==> config.mk <==
export PLATFORM = sky130hd
export DESIGN_NAME = case_folding_string_bucket_hash_core_flat
export DESIGN_NICKNAME = d
export VERILOG_FILES = /design/src/rtl/cfh_pkg.sv /design/src/rtl/cfh_key_if.sv /design/src/rtl/cfh_res_if.sv /design/src/rtl/cfh_cfg_if.sv /design/src/rtl/case_folding_string_bucket_hash_core.sv /design/src/rtl/cfh_div.sv /design/src/flat_wrapper.sv
export VERILOG_INCLUDE_DIRS = /design/src /design/src/rtl
export SDC_FILE = /design/constraint.sdc
export NUM_CORES = 1
export LEC_CHECK = 0
export BUFFER_PORTS_ARGS = -buffer_cell sky130_fd_sc_hd__clkbuf_2
export CAP_MARGIN = 20
export CELL_PAD_IN_SITES_DETAIL_PLACEMENT = 0
export CELL_PAD_IN_SITES_GLOBAL_PLACEMENT = 1
export CORE_ASPECT_RATIO = 1.75
export CORE_MARGIN = 5
export CORE_UTILIZATION = 55
export CTS_CLUSTER_DIAMETER = 150
export DETAILED_ROUTE_END_ITERATION = 8
export GPL_ROUTABILITY_DRIVEN = 0
export PLACE_DENSITY = 0.84
export SLEW_MARGIN = 20
export SYNTH_ARGS = -nofsm -noshare
export SYNTH_HDL_FRONTEND = slang
export SYNTH_SLANG_ARGS = --single-unit
==> constraint.sdc <==
create_clock -name clk -period 12.8 [get_ports clk]
set_input_delay 2.56 -clock clk [delete_from_list [all_inputs] [get_ports clk]]
set_output_delay 2.56 -clock clk [all_outputs]
set_load 0.01 [all_outputs]
==> src/rtl/assert_macros.svh <==
// assertion helpers shared by the rtl modules
// every use expects clk and rst_n in scope
`ifndef ASSERT_MACROS_SVH
`define ASSERT_MACROS_SVH

// same-cycle implication
`define CFH_ASSERT_IMP(lbl, ante, cons, msg) \
    lbl: assert property (@(posedge clk) disable iff (!rst_n) (ante) |-> (cons)) \
        else $error(msg);

// next-cycle implication
`define CFH_ASSERT_NXT(lbl, ante, cons, msg) \
    lbl: assert property (@(posedge clk) disable iff (!rst_n) (ante) |=> (cons)) \
        else $error(msg);

`endif

==> src/rtl/cfh_pkg.sv <==
package cfh_pkg;

    localparam int unsigned KEY_W    = 32;
    localparam int unsigned BUCKET_W = 16;
    localparam int unsigned COUNT_W  = 17;
    localparam int unsigned CFG_IDX_W = 2;

    localparam logic [31:0] POS_START = 32'h0000_0100;
    localparam logic [31:0] POS_STEP  = 32'h0000_0100;
    localparam logic [COUNT_W-1:0] MAX_BUCKETS   = 17'h1_0000;
    localparam logic [COUNT_W-1:0] RESET_BUCKETS = 17'd256;

    // configuration register indexes
    typedef enum logic [CFG_IDX_W-1:0] {
        REG_INTEGER_KEY_MODE = 2'd0,
        REG_WIDE_CHAR_MODE   = 2'd1,
        REG_BUCKET_COUNT     = 2'd2
    } cfg_reg_t;

    // sequencer states
    typedef enum logic [1:0] {
        ST_IDLE,
        ST_HASH,
        ST_DIV,
        ST_EMIT
    } state_t;

    // request to the shared divider
    typedef struct packed {
        logic                start;
        logic [KEY_W-1:0]    dividend;
        logic [COUNT_W-1:0]  divisor;
    } div_cmd_t;

    // divider status back to the sequencer
    typedef struct packed {
        logic                busy;
        logic                done;
        logic [BUCKET_W-1:0] remainder;
    } div_sts_t;

endpackage

==> src/rtl/cfh_key_if.sv <==
interface cfh_key_if
    import cfh_pkg::*;
();
    logic             valid;
    logic             ready;
    logic [KEY_W-1:0] key_data;

    modport source (output valid, output key_data, input ready);
    modport sink   (input valid, input key_data, output ready);
endinterface

==> src/rtl/cfh_res_if.sv <==
interface cfh_res_if
    import cfh_pkg::*;
();
    logic                valid;
    logic                ready;
    logic [BUCKET_W-1:0] bucket_index;
    logic [KEY_W-1:0]    folded_hash;

    modport source (output valid, output bucket_index, output folded_hash, input ready);
    modport sink   (input valid, input bucket_index, input folded_hash, output ready);
endinterface

==> src/rtl/cfh_cfg_if.sv <==
interface cfh_cfg_if
    import cfh_pkg::*;
();
    logic                 valid;
    logic                 ready;
    logic [CFG_IDX_W-1:0] index;
    logic [COUNT_W-1:0]   data;

    modport source (output valid, output index, output data, input ready);
    modport sink   (input valid, input index, input data, output ready);
endinterface

==> src/rtl/case_folding_string_bucket_hash_core.sv <==
// character word: accepted, hashed in the following cycle, next word taken once the hash state returns to idle
// key end or integer key: radix-2 restoring divider for the bucket modulo, result word
// registered from the emit state, which waits while an untaken result is held; next word
// taken back in idle; the output register decouples the result from input; one key word in flight at a time
// reset: mode bits 0, bucket count 256, running hash 0, position word 0x100
`include "assert_macros.svh"

module case_folding_string_bucket_hash_core
    import cfh_pkg::*;
(
    input  logic clk,
    input  logic rst_n,
    cfh_key_if.sink   key_in,
    cfh_res_if.source res_out,
    cfh_cfg_if.sink   cfg
);

    state_t state_reg, state_next;

    logic               int_mode_reg, int_mode_next;
    logic               wide_mode_reg, wide_mode_next;
    logic [COUNT_W-1:0] count_reg, count_next;
    logic [KEY_W-1:0]   hash_reg, hash_next;
    logic [KEY_W-1:0]   pos_reg, pos_next;
    logic [KEY_W-1:0]   v_reg, v_next;
    logic [KEY_W-1:0]   fold_reg, fold_next;
    logic               out_valid_reg, out_valid_next;
    logic [BUCKET_W-1:0] out_bucket_reg, out_bucket_next;
    logic [KEY_W-1:0]   out_fold_reg, out_fold_next;

    logic               key_acc;
    logic [KEY_W-1:0]   ch_raw;
    logic [KEY_W-1:0]   ch_low;
    logic [KEY_W-1:0]   fold_str;
    logic [COUNT_W-1:0] eff_count;
    logic [3:0]         rot;
    logic [2*KEY_W-1:0] rot_wide;
    logic [KEY_W-1:0]   square;
    div_cmd_t           div_cmd;
    div_sts_t           div_sts;

    cfh_div u_div (
        .clk   (clk),
        .rst_n (rst_n),
        .cmd   (div_cmd),
        .sts   (div_sts)
    );

    assign key_in.ready = (state_reg == ST_IDLE);
    assign key_acc      = key_in.valid && key_in.ready;
    assign cfg.ready    = 1'b1;

    // configuration writes
    always_comb
    begin
        int_mode_next  = int_mode_reg;
        wide_mode_next = wide_mode_reg;
        count_next     = count_reg;
        if (cfg.valid)
        begin
            case (cfg_reg_t'(cfg.index))
                REG_INTEGER_KEY_MODE: int_mode_next  = cfg.data[0];
                REG_WIDE_CHAR_MODE:   wide_mode_next = cfg.data[0];
                REG_BUCKET_COUNT:     count_next     = cfg.data;
                default: ;
            endcase
        end
    end

    // effective bucket count, zero taken as one and clamped to the maximum
    always_comb
    begin
        if (count_reg == '0)
            eff_count = COUNT_W'(1);
        else if (count_reg > MAX_BUCKETS)
            eff_count = MAX_BUCKETS;
        else
            eff_count = count_reg;
    end

    // character extraction, sign extension of narrow or zero extension of wide characters, lower-case fold
    always_comb
    begin
        if (wide_mode_reg)
            ch_raw = {16'h0000, key_in.key_data[15:0]};
        else
            ch_raw = {{24{key_in.key_data[7]}}, key_in.key_data[7:0]};
        if (ch_raw >= 32'h41 && ch_raw <= 32'h5A)
            ch_low = ch_raw + 32'h20;
        else
            ch_low = ch_raw;
    end

    assign fold_str = {16'h0000, hash_reg[31:16]} ^ hash_reg;

    // rotate and square for the hash update
    assign rot      = v_reg[5:2] ^ v_reg[3:0];
    assign rot_wide = {hash_reg, hash_reg} << rot;
    assign square   = KEY_W'(v_reg * v_reg);

    // sequencer
    always_comb
    begin
        state_next      = state_reg;
        hash_next       = hash_reg;
        pos_next        = pos_reg;
        v_next          = v_reg;
        fold_next       = fold_reg;
        out_valid_next  = out_valid_reg;
        out_bucket_next = out_bucket_reg;
        out_fold_next   = out_fold_reg;
        div_cmd.start    = 1'b0;
        div_cmd.dividend = key_in.key_data;
        div_cmd.divisor  = eff_count;

        if (out_valid_reg && res_out.ready)
            out_valid_next = 1'b0;

        case (state_reg)
            ST_IDLE:
            begin
                if (key_acc)
                begin
                    if (int_mode_reg)
                    begin
                        fold_next     = key_in.key_data;
                        div_cmd.start = 1'b1;
                        state_next    = ST_DIV;
                    end
                    else if (ch_raw == '0)
                    begin
                        fold_next        = fold_str;
                        div_cmd.dividend = fold_str;
                        div_cmd.start    = 1'b1;
                        hash_next        = '0;
                        pos_next         = POS_START;
                        state_next       = ST_DIV;
                    end
                    else
                    begin
                        v_next     = pos_reg | ch_low;
                        pos_next   = pos_reg + POS_STEP;
                        state_next = ST_HASH;
                    end
                end
            end
            ST_HASH:
            begin
                hash_next  = rot_wide[2*KEY_W-1:KEY_W] ^ square;
                state_next = ST_IDLE;
            end
            ST_DIV:
            begin
                if (div_sts.done)
                    state_next = ST_EMIT;
            end
            ST_EMIT:
            begin
                if (!out_valid_reg || res_out.ready)
                begin
                    out_valid_next  = 1'b1;
                    out_bucket_next = div_sts.remainder;
                    out_fold_next   = fold_reg;
                    state_next      = ST_IDLE;
                end
            end
            default:
            begin
                state_next = ST_IDLE;
            end
        endcase
    end

    // control and string state
    always_ff @(posedge clk or negedge rst_n)
    begin
        if (!rst_n)
        begin
            state_reg     <= ST_IDLE;
            int_mode_reg  <= 1'b0;
            wide_mode_reg <= 1'b0;
            count_reg     <= RESET_BUCKETS;
            hash_reg      <= '0;
            pos_reg       <= POS_START;
            out_valid_reg <= 1'b0;
        end
        else
        begin
            state_reg     <= state_next;
            int_mode_reg  <= int_mode_next;
            wide_mode_reg <= wide_mode_next;
            count_reg     <= count_next;
            hash_reg      <= hash_next;
            pos_reg       <= pos_next;
            out_valid_reg <= out_valid_next;
        end
    end

    // payload registers
    always_ff @(posedge clk)
    begin
        v_reg          <= v_next;
        fold_reg       <= fold_next;
        out_bucket_reg <= out_bucket_next;
        out_fold_reg   <= out_fold_next;
    end

    assign res_out.valid        = out_valid_reg;
    assign res_out.bucket_index = out_bucket_reg;
    assign res_out.folded_hash  = out_fold_reg;

    `CFH_ASSERT_NXT(a_hash_one_cycle, state_reg == ST_HASH, state_reg == ST_IDLE, "hash step overran")
    `CFH_ASSERT_IMP(a_done_in_div, div_sts.done, state_reg == ST_DIV, "divider done outside div state")
    `CFH_ASSERT_IMP(a_div_running, state_reg == ST_DIV && !div_sts.done, div_sts.busy, "divider idle while waited on")
    `CFH_ASSERT_NXT(a_emit_valid, state_reg == ST_EMIT && state_next == ST_IDLE, out_valid_reg, "result word lost")

endmodule

==> src/rtl/cfh_div.sv <==
`include "assert_macros.svh"

module cfh_div
    import cfh_pkg::*;
(
    input  logic     clk,
    input  logic     rst_n,
    input  div_cmd_t cmd,
    output div_sts_t sts
);

    localparam int unsigned CNT_W = $clog2(KEY_W) + 1;

    logic                busy_reg, busy_next;
    logic                done_reg, done_next;
    logic [CNT_W-1:0]    cnt_reg, cnt_next;
    logic [KEY_W-1:0]    dvd_reg, dvd_next;
    logic [COUNT_W-1:0]  dsr_reg, dsr_next;
    logic [COUNT_W-1:0]  rem_reg, rem_next;
    logic [COUNT_W:0]    trial;

    // control registers
    always_ff @(posedge clk or negedge rst_n)
    begin
        if (!rst_n)
        begin
            busy_reg <= 1'b0;
            done_reg <= 1'b0;
            cnt_reg  <= '0;
        end
        else
        begin
            busy_reg <= busy_next;
            done_reg <= done_next;
            cnt_reg  <= cnt_next;
        end
    end

    // datapath registers
    always_ff @(posedge clk)
    begin
        dvd_reg <= dvd_next;
        dsr_reg <= dsr_next;
        rem_reg <= rem_next;
    end

    // one restoring step per cycle, msb first
    always_comb
    begin
        busy_next = busy_reg;
        done_next = 1'b0;
        cnt_next  = cnt_reg;
        dvd_next  = dvd_reg;
        dsr_next  = dsr_reg;
        rem_next  = rem_reg;
        trial     = {rem_reg, dvd_reg[KEY_W-1]};
        if (cmd.start)
        begin
            busy_next = 1'b1;
            cnt_next  = '0;
            dvd_next  = cmd.dividend;
            dsr_next  = cmd.divisor;
            rem_next  = '0;
        end
        else if (busy_reg)
        begin
            dvd_next = {dvd_reg[KEY_W-2:0], 1'b0};
            if (trial >= {1'b0, dsr_reg})
            begin
                rem_next = COUNT_W'(trial - {1'b0, dsr_reg});
            end
            else
            begin
                rem_next = trial[COUNT_W-1:0];
            end
            cnt_next = cnt_reg + 1'b1;
            if (cnt_reg == CNT_W'(KEY_W - 1))
            begin
                busy_next = 1'b0;
                done_next = 1'b1;
            end
        end
    end

    assign sts.busy      = busy_reg;
    assign sts.done      = done_reg;
    assign sts.remainder = rem_reg[BUCKET_W-1:0];

    `CFH_ASSERT_IMP(a_rem_below_divisor, done_reg, rem_reg < dsr_reg, "remainder not below divisor")
    `CFH_ASSERT_IMP(a_no_restart_busy, cmd.start, !busy_reg, "divider started while busy")

endmodule
==> src/flat_wrapper.sv <==
// flat-port wrapper written by rule: the top's interface ports become plain ports
module case_folding_string_bucket_hash_core_flat import cfh_pkg::*;
  (clk, rst_n, key_in_valid, key_in_key_data, key_in_ready, res_out_valid, res_out_bucket_index, res_out_folded_hash, res_out_ready, cfg_valid, cfg_index, cfg_data, cfg_ready);
  cfh_key_if key_in_i ();
  cfh_res_if res_out_i ();
  cfh_cfg_if cfg_i ();
  input  logic clk;
  input  logic rst_n;
  input wire logic [$bits(key_in_i.valid)-1:0] key_in_valid;
  input wire logic [$bits(key_in_i.key_data)-1:0] key_in_key_data;
  output wire logic [$bits(key_in_i.ready)-1:0] key_in_ready;
  output wire logic [$bits(res_out_i.valid)-1:0] res_out_valid;
  output wire logic [$bits(res_out_i.bucket_index)-1:0] res_out_bucket_index;
  output wire logic [$bits(res_out_i.folded_hash)-1:0] res_out_folded_hash;
  input wire logic [$bits(res_out_i.ready)-1:0] res_out_ready;
  input wire logic [$bits(cfg_i.valid)-1:0] cfg_valid;
  input wire logic [$bits(cfg_i.index)-1:0] cfg_index;
  input wire logic [$bits(cfg_i.data)-1:0] cfg_data;
  output wire logic [$bits(cfg_i.ready)-1:0] cfg_ready;
  assign key_in_i.valid = key_in_valid;
  assign key_in_i.key_data = key_in_key_data;
  assign key_in_ready = key_in_i.ready;
  assign res_out_valid = res_out_i.valid;
  assign res_out_bucket_index = res_out_i.bucket_index;
  assign res_out_folded_hash = res_out_i.folded_hash;
  assign res_out_i.ready = res_out_ready;
  assign cfg_i.valid = cfg_valid;
  assign cfg_i.index = cfg_index;
  assign cfg_i.data = cfg_data;
  assign cfg_ready = cfg_i.ready;
  case_folding_string_bucket_hash_core u_core (.clk(clk), .rst_n(rst_n), .key_in(key_in_i), .res_out(res_out_i), .cfg(cfg_i));
endmodule
After elaboration in Yosys (flattened, before gate mapping)
Cells that the tools add are included.

operators by class
  $add $sub $neg = 4
  multiply operators = 1
  $lt $le $gt $ge = 4
  equality and inequality tests = 11
  shifts and indexed selects = 1
  mux-type cells = 35
  bitwise logic cells = 6
  reductions and logical operators = 22

operators with widths
  cell                     number
  $mux W32                 11
  $mux W33                 3
  $pmux W32 S2             1
  $shl A64 B4 Y64          1
  $mux W17                 2
  $add A32 B6 Y32 const B  1
  $add A32 B9 Y32 const B  1
  $ge A32 B7 Y1 const B    1
  $le A32 B7 Y1 const B    1
  $logic_not A32 Y1        1
  $mul A32 B32 Y32         1
  $or A32 B32 Y32          1
  $xor A16 B32 Y32         1
  $xor A32 B32 Y32         1
  $ge A18 B17 Y1           1
  $gt A17 B17 Y1 const B   1
  $logic_not A17 Y1        1
  $sub A17 B17 Y17         1
  $mux W6                  2
  $mux W1                  10
  $mux W2                  5
  $reduce_and A3 Y1        3
  $ne A2 B2 Y1 const B     4
  $pmux W2 S4              1
  15 further kinds         28

storage, ports and cells
  register bits = 272
  output and inout bits = 51
  word-level logic and storage cells = 102

Logic depth before layout (Yosys ltp)
  depth after elaboration = 7
  mapped depth = 28
  gate-level depth less buffers = 27

Cells and area by module
From an unflattened synthesis, not the netlist that was laid out.

unflattened totals
  cell total of the unflattened synthesis = 2650
  area, all modules = 27463.8 µm²

modules (own cells, without submodules)
  module                                instances  cells each  area an instance (µm²)  sequential area each (µm²)
  case_folding_string_bucket_hash_core  1          2294        23412.5                 5262.5
  cfh_div                               1          356         4051.4                  2011.9

Worst setup path before layout
Ideal clock, no wire load.

  path kind = reg2reg
  start point = register u_core.v_reg[3]
  end point = register u_core.hash_reg[31]
  setup time = 0.121 ns
  arrival time = 7.137 ns
  slack = 5.542 ns
  cell stages (with the launch flop) = 26
  buffers on the path = 2
  clock period less this slack = 7.258 ns
  cell sequence = edfxtp_1 -> clkbuf_1 -> clkbuf_1 -> nand2_1 -> fa_1 -> fa_1 -> inv_1 -> fa_1 -> inv_1 -> fa_1 -> inv_1 -> fa_1 -> fa_1 -> fa_1 -> inv_1 -> fa_1 -> inv_1 -> ha_1 -> a211oi_2 -> o21ai_1 -> a221o_1 -> or3_1 -> o21a_1 -> a31oi_4 -> xnor2_1 -> a22o_1

between the ends
  longest elaborated chain between the ends = 4

RTL lines
  element                                                                   line                                         source
  from (decl)                                                               case_folding_string_bucket_hash_core.sv:25   logic [KEY_W-1:0] v_reg, v_next;
  from (signal assigned)                                                    case_folding_string_bucket_hash_core.sv:202  v_reg <= v_next;
  parallel branches: the longest is 2 deep, another holds $mul A32 B32 Y32  -
  $xor A32 B32 Y32 (*)                                                      case_folding_string_bucket_hash_core.sv:149  hash_next = rot_wide[2*KEY_W-1:KEY_W] ^ square;
  $pmux W32 S2 (*)                                                          case_folding_string_bucket_hash_core.sv:119  case (state_reg)
  to (signal assigned)                                                      case_folding_string_bucket_hash_core.sv:193  hash_reg <= hash_next;
  to (decl)                                                                 case_folding_string_bucket_hash_core.sv:23   logic [KEY_W-1:0] hash_reg, hash_next;

Mark *: on every way between the ends.
A chain may end at the register's enable or synchronous reset.

Worst setup path after layout
  start point = register u_core.v_reg[6]
  end point = register u_core.hash_reg[28]

between the ends
  longest elaborated chain between the ends = 3

RTL lines
  element           line                                         source
  $mul A32 B32 Y32  case_folding_string_bucket_hash_core.sv:99   assign square = KEY_W'(v_reg * v_reg);
  $xor A32 B32 Y32  case_folding_string_bucket_hash_core.sv:149
  $pmux W32 S2      case_folding_string_bucket_hash_core.sv:119

Every way passes these cells.

==> run summary <==
all-layer global routing usage - 26.4%
wire length per cell - 20.7 um
Synth top cells by count - inv_1, fa_1, nand2_1, edfxtp_1, ha_1
row cnt - 107
vias in the first global route - 21000
root buffer cell - clkbuf_16
crit path cell chain - nand2_1 > fa_1 > inv_1 > fa_1 > fa_1 > inv_1 > fa_1 > inv_1 > fa_1 > inv_1 > fa_1 > inv_1 > fa_1 > inv_1 > fa_1 > inv_1 > ha_1 > nor2b_1 > o21ai_0 > a211o_1 > a311oi_1 > o21bai_1 > or3_1 > nand3_1
Die Span Y - 304 um
first-pass GRT wire length - 112000 um
Top cell by count, worst path - fa_1
antenna fix cells - 0
CTS Buffer Depth - 3
MaxCap Viol Count - 0
placed wire-length estimate - 55800 um
P&R area growth vs syn - 6.70%
Hold Fails Final Rpt - 0
Slowest cell on crit path - edfxtp_1
CTS tree - yes
CP max stage delay - 0.90 ns
WL final - 69200 um
Relative slew margins - 33.2%
register area share after synthesis - 26.8%
min-delay src - u_core.fold_reg[11]
GRT overflow - 0
Clk pin slew, worst setup/hold paths - 0.08 ns
post-synthesis instance area - 27100 sq um
Slew Viols, Final - 0
core area - 48700 sq um
DRT iter0 DRCs - 1117
final setup TNS - 0 ns
routed via count - 18600
Setup CP Type - register to register
RSZ-0062 raised after global routing - false
Clock Sinks - 262
worst endpoint required time - 13.26 ns
hold_buf cts - 0
buffers added on ports - 105
Worst Clk Skew - 0.0396 ns
crit path from - u_core.v_reg[6]
H-tree depth - 1
Post-CTS Setup Inserts - 0
Synth warnings - 0
Yosys cell types - 74
Seq cells post-synth - 262
Synth async-reset ratio - 32.4%
synth top area cells - fa_1, edfxtp_1, dfrtp_1, inv_1, ha_1
Main synth FF type - edfxtp_1
residual DRC count - 0
Setup violations, final - 0
top cell type's share of synthesized area - 27.0%
fraction of layout instances using a drive strength above 1 - 10.6%
critical path fanouts, max - 24
status - finished, final reports clean
Reg-to-Reg Start - u_core.v_reg[6]
Die Area - 54000 sq um
CP Launch Type - register
Worst-Skew Late Latency - 0.55 ns
I/O pins - 107
fmax - 123 MHz
Layout Nets - 3257
Synth area leader - fa_1
initial antenna violation count - 0
cells after synthesis - 2622
final worst path period need - 8.11 ns
Final Cycle Share - 63.4%
Final ANT Viol Nets - 0
Syn Nets - 3202
number of synthesized flops with an enable pin - 160
largest net degree at the start of global routing - 69
drt via density - 5.56
CTS Buf Count - 22
CP Capture Type - register
Syn Area/Cell - 10.3 sq um
post-CTS sizing - 0
top-count cell post-synth - inv_1
Initial Util - 55.6%
Worst Tran Pin Value - 1.00 ns
DRT Pass-1 Iters - 5
worst min path class - register to register
DIE WIDTH - 178 um
Data arrival, critical path - 8.57 ns
[cells by family after synthesis]
family	after synthesis	share of synthesized area (%)
flip-flops	262	26.8
other	1	0.0138
buffers and inverters	650	9.27
multiplexers	169	7.84
adder cells (fa/ha/maj)	524	34.3
AO/OA/AOI/OAI	299	6.78
AND/OR/NAND/NOR	593	10.9
XOR/XNOR	124	4.06
[layer usage]
metal | vias to the layer above | global-route usage, % | share of wire [%]
met5 | - | 0 | 0
met4 | 0 | 12.7 | 6.0
met3 | 185 | 2.67 | 4.3
met2 | 575 | 49.6 | 55
met1 | 9412 | 29.3 | 34
li1 | 8430 | - | -
[worst max-delay path: cells and delay by family (launching register included)]
kind / cells / cell delay, ns
adders and majority gates: 9 / 4.56
AOI/OAI and AO/OA: 4 / 1.26
DFF: 1 / 0.90
and+or+nand+nor: 4 / 0.86
buffers and inverters: 7 / 0.41
[layout make-up]
cell class	instances	area, sq um
sequential	262	7270
multi-input combinational	1710	17300
fill	4239	19800
clock inverter	10	131
tap	654	818
timing repair buffer	131	723
clock buffer	28	573
inverter	550	2060
[through the flow]
stage	hold slack (ns)	area, sq um	cells	setup WS (ns)	utilization [%]
2_1_floorplan	0.400	27100	2622	5.54	-
3_3_place_gp	0.402	28200	3307	4.93	57.9
3_5_place_dp	0.405	28200	3307	4.78	57.9
4_1_cts	0.422	28900	3345	4.72	59.4
5_1_grt	0.432	28900	3345	4.30	59.4
6_report	0.420	28900	3345	4.69	59.4
[cell usage in the layout (no fill, tap or decap), drive strengths merged, types with 5 or more instances in the layout]
cell / instances
dfrtp: 83
or3: 9
fa: 366
mux4: 27
nand2b: 19
nor4: 9
a31oi: 9
nor3: 19
and2: 154
dfxtp: 17
a211oi: 13
nand3: 16
clkbuf: 132
xnor2: 70
or2: 7
xor2: 53
a21oi: 71
nand2: 236
o21a: 6
edfxtp: 160
a211o: 5
clkinv: 6
nor2: 73
a21o: 25
mux2: 66
o31a: 6
inv: 552
ha: 158
and3: 10
buf: 27
nand4: 11
mux2i: 76
o21ai: 129
nor2b: 16
[worst paths after layout]
path                                                       end  slack (ns)  cells past startpoint
worst min register to register  u_core.res_out.folded_hash[11]        0.42                      0
worst min-delay path            u_core.res_out.folded_hash[11]        0.42                      0
max in group asynchronous                  u_core.hash_reg[26]        9.69                      2
worst max register to register             u_core.hash_reg[28]        4.69                     24
min in group asynchronous                 u_core.count_reg[11]        1.89                      1
worst max-delay path                       u_core.hash_reg[28]        4.69                     24
Power is left out: the tool's default activity adds up to more than one toggle a clock period on the data nets, which glitch-free logic cannot reach.
